$ cat src/sibm_pkg.sv
// ----------------------------------------------------------------------------
// sibm_pkg
// Shared constants, item types and the per-axis sort key for the index map
// builder.
// ----------------------------------------------------------------------------
package sibm_pkg;

    localparam int DEF_MAX_VERTICES = 256;
    localparam int DEF_MAX_LAYERS   = 16;
    localparam int DEF_MAX_TEMPLATE = 1024;
    localparam int AXES             = 3;

    localparam int COORD_W  = 16;
    localparam int VERTEX_W = 3 * COORD_W;
    localparam int SPAN_W   = 9;
    localparam int COUNT_W  = 11;
    localparam int OFFSET_W = 8;
    localparam int INDEX_W  = 8;

    typedef enum logic [1:0] {
        OP_VERTEX   = 2'd0,
        OP_LAYER    = 2'd1,
        OP_TEMPLATE = 2'd2,
        OP_READ     = 2'd3
    } op_t;

    typedef struct packed {
        op_t                        op;
        logic signed [COORD_W-1:0]  coord_x;
        logic signed [COORD_W-1:0]  coord_y;
        logic signed [COORD_W-1:0]  coord_z;
        logic [SPAN_W-1:0]          layer_span;
        logic [COUNT_W-1:0]         layer_entries;
        logic [OFFSET_W-1:0]        template_offset;
    } item_t;

    // head of the front queue as seen by the back end
    typedef struct packed {
        logic  valid;
        item_t item;
    } qhead_t;

    // vertex word is {x, y, z}; sign bit flipped so an unsigned compare orders it
    function automatic logic [VERTEX_W-1:0] sort_key(input logic [1:0] axis,
                                                     input logic [VERTEX_W-1:0] v);
        logic [COORD_W-1:0] x;
        logic [COORD_W-1:0] y;
        logic [COORD_W-1:0] z;
        logic [VERTEX_W-1:0] k;
        x = {~v[47], v[46:32]};
        y = {~v[31], v[30:16]};
        z = {~v[15], v[14:0]};
        case (axis)
            2'd0:    k = {x, z, y};
            2'd1:    k = {y, x, z};
            default: k = {z, y, x};
        endcase
        return k;
    endfunction

endpackage

$ cat src/sibm_if.sv
// ----------------------------------------------------------------------------
// sibm_cmd_if / sibm_res_if
// Valid/ready channels for command items and index result items.
// ----------------------------------------------------------------------------
interface sibm_cmd_if;
    logic               valid;
    logic               ready;
    logic [1:0]         mode;
    logic signed [15:0] coord_x;
    logic signed [15:0] coord_y;
    logic signed [15:0] coord_z;
    logic [8:0]         layer_span;
    logic [10:0]        layer_entries;
    logic [7:0]         template_offset;

    modport source (output valid, mode, coord_x, coord_y, coord_z, layer_span,
                    layer_entries, template_offset, input ready);
    modport sink (input valid, mode, coord_x, coord_y, coord_z, layer_span,
                  layer_entries, template_offset, output ready);
endinterface


$ cat src/sibm_front.sv
// ----------------------------------------------------------------------------
// sibm_front
// Accepts command items, decodes the mode and queues them (two deep).
// ----------------------------------------------------------------------------
module sibm_front (
    input  logic             clk,
    input  logic             rst_n,
    sibm_cmd_if.sink         cmd,
    output sibm_pkg::qhead_t head,
    input  logic             pop
);
    import sibm_pkg::*;

    item_t      slot_reg [2];
    logic       wr_ptr_reg;
    logic       rd_ptr_reg;
    logic [1:0] fill_reg;
    logic [1:0] fill_next;
    logic       push;
    logic       take;
    item_t      incoming;

    assign cmd.ready = (fill_reg != 2'd2);
    assign push      = cmd.valid && cmd.ready;
    assign take      = pop && (fill_reg != 2'd0);

    always_comb
    begin
        incoming.op              = op_t'(cmd.mode);
        incoming.coord_x         = cmd.coord_x;
        incoming.coord_y         = cmd.coord_y;
        incoming.coord_z         = cmd.coord_z;
        incoming.layer_span      = cmd.layer_span;
        incoming.layer_entries   = cmd.layer_entries;
        incoming.template_offset = cmd.template_offset;
    end

    always_comb
    begin
        fill_next = fill_reg;
        if (push && !take)
        begin
            fill_next = fill_reg + 2'd1;
        end
        else if (take && !push)
        begin
            fill_next = fill_reg - 2'd1;
        end
    end

    always_ff @(posedge clk or negedge rst_n)
    begin
        if (!rst_n)
        begin
            wr_ptr_reg <= 1'b0;
            rd_ptr_reg <= 1'b0;
            fill_reg   <= 2'd0;
        end
        else
        begin
            fill_reg <= fill_next;
            if (push)
            begin
                wr_ptr_reg <= ~wr_ptr_reg;
            end
            if (take)
            begin
                rd_ptr_reg <= ~rd_ptr_reg;
            end
        end
    end

    always_ff @(posedge clk)
    begin
        if (push)
        begin
            slot_reg[wr_ptr_reg] <= incoming;
        end
    end

    assign head.valid = (fill_reg != 2'd0);
    assign head.item  = slot_reg[rd_ptr_reg];

endmodule

$ cat src/flat_wrapper.sv
// flat-port wrapper written by rule: the top's interface ports become plain ports
module sibm_front_flat import sibm_pkg::*;
  (clk, rst_n, head, pop, cmd_valid, cmd_mode, cmd_coord_x, cmd_coord_y, cmd_coord_z, cmd_layer_span, cmd_layer_entries, cmd_template_offset, cmd_ready);
  sibm_cmd_if cmd_i ();
  input  logic clk;
  input  logic rst_n;
  output sibm_pkg::qhead_t head;
  input  logic pop;
  input wire logic [$bits(cmd_i.valid)-1:0] cmd_valid;
  input wire logic [$bits(cmd_i.mode)-1:0] cmd_mode;
  input wire logic [$bits(cmd_i.coord_x)-1:0] cmd_coord_x;
  input wire logic [$bits(cmd_i.coord_y)-1:0] cmd_coord_y;
  input wire logic [$bits(cmd_i.coord_z)-1:0] cmd_coord_z;
  input wire logic [$bits(cmd_i.layer_span)-1:0] cmd_layer_span;
  input wire logic [$bits(cmd_i.layer_entries)-1:0] cmd_layer_entries;
  input wire logic [$bits(cmd_i.template_offset)-1:0] cmd_template_offset;
  output wire logic [$bits(cmd_i.ready)-1:0] cmd_ready;
  assign cmd_i.valid = cmd_valid;
  assign cmd_i.mode = cmd_mode;
  assign cmd_i.coord_x = cmd_coord_x;
  assign cmd_i.coord_y = cmd_coord_y;
  assign cmd_i.coord_z = cmd_coord_z;
  assign cmd_i.layer_span = cmd_layer_span;
  assign cmd_i.layer_entries = cmd_layer_entries;
  assign cmd_i.template_offset = cmd_template_offset;
  assign cmd_ready = cmd_i.ready;
  sibm_front u_core (.clk(clk), .rst_n(rst_n), .cmd(cmd_i), .head(head), .pop(pop));
endmodule
$ cat config.mk
export PLATFORM = sky130hd
export DESIGN_NAME = sibm_front_flat
export DESIGN_NICKNAME = d
export VERILOG_FILES = /design/src/sibm_pkg.sv /design/src/sibm_if.sv /design/src/sibm_front.sv /design/src/flat_wrapper.sv
export SDC_FILE = /design/constraint.sdc
export NUM_CORES = 1
export LEC_CHECK = 0
export BUFFER_PORTS_ARGS = -buffer_cell sky130_fd_sc_hd__buf_2
export CORE_MARGIN = 2
export CORE_UTILIZATION = 42
export DETAILED_ROUTE_END_ITERATION = 12
export GPL_TIMING_DRIVEN = 1
export PLACE_DENSITY = 0.72
export SLEW_MARGIN = 10
export SYNTH_ARGS = -nofsm -noshare
export SYNTH_HDL_FRONTEND = slang
export SYNTH_SLANG_ARGS = --single-unit
$ cat constraint.sdc
create_clock -name clk -period 12.4 [get_ports clk]
set_input_delay 1.86 -clock clk [delete_from_list [all_inputs] [get_ports clk]]
set_output_delay 1.86 -clock clk [all_outputs]
set_load 0.03 [all_outputs]
## Yosys cells after proc, flatten, opt, wreduce, memory -nomap -nowiden

Memories as Yosys holds them, arrays and structs flattened.
Index checks and enable logic that the tools add are counted.

- Bits in registers: 4
- Memory bits (writable): 156
- Input port bits: 82
- Output and inout port bits: 80
- Logic and storage cells: 21
- Memories: 1

Memory list:

| name | words | width | rd ports | clocked after Yosys merged registers in | write ports | RTL line | RTL |
|---|---|---|---|---|---|---|---|
| u_core.slot_reg | 2 | 78 | 1 | 0 | 1 | sibm_front.sv:14 | `item_t slot_reg [2];` |

- Add/subtract/negate cells: 2
- Eq/ne operators: 1
- Mux-type cells: 4
- Bitwise operators: 2
- Reductions and logical operators: 8

Operators by type and width:

| kind | number |
|---|---|
| 1-bit logical AND | 4 |
| 2-bit 2-to-1 mux | 2 |
| 2-bit nonzero test | 2 |
| 2-bit by 1-bit adder with 2-bit output, second input constant | 1 |
| 1-bit zero test | 2 |
| 1-bit 2-to-1 mux | 2 |
| 2-bit inequality test, second input constant | 1 |
| 1-bit inverter | 2 |
| 2-bit by 1-bit subtractor with 2-bit output, second input constant | 1 |

## Longest topological paths before layout

- Depth after elaboration: 6
- Depth in mapped cells: 7
- Depth with buffers taken out: 7

## Worst setup path after synthesis

No wires, ideal clock.

- Kind: input-to-reg
- Start point: input port cmd_valid
- End point: memory u_core.slot_reg[0][0] (netlist bit), enable pin
- Library setup time: 0.515 ns
- Arrival: 5.216 ns
- Data required time: 11.885 ns
- Slack: 6.669 ns
- Cell stages on the path: 2
- Buffers on the path: 0
- Cells stage by stage: nand2_1 -> nor2_1

- Longest elaborated chain between the ends: 3

Ends and longest elaborated chain:

| element | RTL line | RTL |
|---|---|---|
| start: declaration | flat_wrapper.sv:9 | `input wire logic [$bits(cmd_i.valid)-1:0] cmd_valid;` |
| 1-bit logical AND | sibm_front.sv:24 | `assign push = cmd.valid && cmd.ready;` |
| 1-bit 2-to-1 mux | sibm_front.sv:75 | `if (push)` |
| 1-bit 2-to-1 mux (implied by the code) | sibm_front.sv:77 | `slot_reg[wr_ptr_reg] <= incoming;` |
| end: declaration | sibm_front.sv:14 |  |

Every way passes these cells.

==> flow_metrics.tcl <==
set metrics [dict create \
    status "complete, no violations" \
    ctsResizeCount 0 \
    ys.warnings.count 0 \
    fill_cells 1142 \
    yosysUniqueCellTypes 15 \
    cp_max_fo 79 \
    cts_tree "done" \
    hold_start "u_core.fill_reg[1]$_DFFE_PN0P_" \
    power_density_nw_per_um2 264.2 \
    drc 0 \
    area_delta_synth_final_pct 27.06 \
    start_util_pct 42.53 \
    synth_seq_cells 160 \
    largest_register_ffs 156 \
    drt_iter0_markers 158 \
    io_pins 162 \
    reg2reg_to "u_core.slot_reg[0][38]$_DFFE_PP_" \
    post_cts.repair.setup_buffers 0 \
    slew_headroom_pct 25.17 \
    slew_violations 0 \
    tns_ns 0 \
    netlist_instances 261 \
    synth_top_cell_area_share_pct 79.97 \
    h-tree-depth 4 \
    antenna_left 0 \
    max_freq_ghz 0.2453 \
    grt_pass1_vias 3011 \
    gp_congestion 0.6426 \
    synth_commonest_cells "edfxtp_1 (156), mux2_2 (68), mux2_4 (10), buf_2 (6), dfrtp_1 (4)" \
    tightest_slew_ns 1.122 \
    overflow 0 \
    core_area_um2 13770 \
    grt_setup_unrepaired "false" \
    min_to "u_core.fill_reg[1]$_DFFE_PN0P_" \
    ir_worst_vdd_mv 0.2644 \
    numCtsBuffers 17 \
    dp_hpwl_um 6251 \
    fin_util_pct 54.04 \
    syn_nets 344 \
    cp_num_buf_inv 1 \
    slowest_stage "dfrtp_4" \
    yosysSeqAreaShare_pct 81.67 \
    required_ns 10.54 \
    reg2reg_from "u_core.fill_reg[0]$_DFFE_PN0P_" \
    root_buffer "clkbuf_16" \
    ff2ff_path_depth 4 \
    avgSynthCellArea_um2 22.44 \
    vias 2937 \
    crit_type "register to output port" \
    cts_hold_buffers 0 \
    finClkSkew_ns 0.006264 \
    crit_path_end_kind "output port" \
    syn_area_um2 5858 \
    fin_crit_ns 4.077 \
    grt_use_total_pct 13.47 \
    reg2reg_setup_slack_ns 10.04 \
    synth_most_common_cell "edfxtp_1" \
    first_pass_iters 4 \
    critical_path.top_delay_family "flip-flops" \
    cts.path.max_buffers 2 \
    period_share_pct 32.88 \
    core.rowCount 43 \
    setup_viol 0 \
    hold_class "register to register" \
    drive_above_1_share_pct 60.54 \
    p_leak_nw 2.823 \
    num-nets-final 516 \
    start_kind "register" \
    synth_area_leader_cell "edfxtp_1" \
    clk_pin_slew_worst_paths_ns 0.05 \
    hold_viol 0 \
    grt_pass1_wl_um 14910 \
    antenna_found_initial 0 \
    io_buffers 161 \
    async_flop_share_pct 2.500 \
    path_cells "mux2_2 > buf_2" \
    die_area_um2 14910 \
    grt_max_degree 80 \
    cts.sinks 160 \
    die_h_um 122.1 \
    wirelength_um 9901 \
    viasPerCell 4.692 \
    arrival_ns 2.22 \
    synth-edff-count 156 \
    antenna_cells 0 \
    synthTopCellsByArea "edfxtp_1 (80%), mux2_2 (13%), mux2_4 (2.6%)" \
    clk_latency_ns 0.41 \
    max_stage_delay_ns 1.16 \
    worstHoldPathCells 1 \
    die_x_um 122.1 \
    drv_cap 0 \
    ys.flop_type "edfxtp_1" \
    wl_per_cell_um 15.82 \
]
metal layers:
metal | wire [um] | vias up | track usage [%]
li1 | - | 1374 | -
met1 | 4142 | 1450 | 16.18
met2 | 4978 | 100 | 21.86
met3 | 639 | 13 | 4.775
met4 | 141 | 0 | 6.178
met5 | 0 | - | 0
per-stage QoR:
stage	power [mW]	hold slack [ns]	cells	area, um2	worst slack, ns
CTS	1.995	0.5000	626	7443	8.262
finish	1.967	0.5017	626	7443	8.323
detailed placement	1.476	0.4848	594	6849	8.665
floorplan	1.309	0.4559	261	5858	6.669
global placement	1.462	0.4734	594	6849	8.719
global route	2.057	0.5187	626	7443	8.192
worst max path at each step:
stage                                       start                          endpoint  slack [ns]  depth (start not counted)
floorplan                               cmd_valid   u_core.slot_reg[0][0]$_DFFE_PP_        6.67                          2
global placement                        cmd_valid  u_core.slot_reg[0][77]$_DFFE_PP_        8.72                          4
detailed placement                      cmd_valid  u_core.slot_reg[0][54]$_DFFE_PP_        8.67                          4
CTS                 u_core.rd_ptr_reg$_DFFE_PN0P_                          head[22]        8.26                          2
global route        u_core.rd_ptr_reg$_DFFE_PN0P_                          head[38]        8.19                          2
finish              u_core.rd_ptr_reg$_DFFE_PN0P_                          head[73]        8.32                          2
final cells by class:
cell class	instances	area, um2	share of cell area (%)
Timing Repair Buffer	162	813.3	10.93
Clock inverter	7	108.9	1.462
Tap cell	180	225.2	3.026
Sequential cell	160	4788	64.33
Clock buffer	25	485.5	6.522
Multi-Input combinational cell	91	1018	13.68
Inverter	1	3.754	0.05043
power by group:
part	switching (mW)	internal (mW)	total (mW)
Combinational	0.396	0.233	0.629
Clock	0.183	0.331	0.514
Sequential	0.0817	0.742	0.824
cells in the final DEF (no fill, tap or decap):
cell	instances
and3_4	1
buf_2	161
buf_4	1
bufinv_16	3
clkbuf_1	5
clkbuf_16	17
clkbuf_8	3
clkinv_1	1
clkinv_2	3
dfrtp_1	3
dfrtp_4	1
edfxtp_1	156
ha_1	1
inv_1	1
mux2_2	68
mux2_4	10
nand2_1	2
nand2b_1	1
nor2_1	1
nor2_4	1
or2_2	1
xnor2_1	3
xor2_1	2
worst reg2reg max path, delay by kind of cell (launching register included):
kind / cells / cell delay (ns)
AND/OR/NAND/NOR: 3 / 0.77
flip-flops: 1 / 0.41
buffers and inverters: 1 / 0.72
kinds of logic (layout without fill, tap and decap cells):
logic type	count (synthesis)	count (layout)	synth area share, %
multiplexers	78	78	15.63
adder cells (fa/ha/maj)	1	1	0.2135
buffers and inverters	10	195	1.153
flip-flops	160	160	81.67
AND/OR/NAND/NOR	7	7	0.5770
XOR/XNOR	5	5	0.7477
Power figures use the tool's default switching activity.
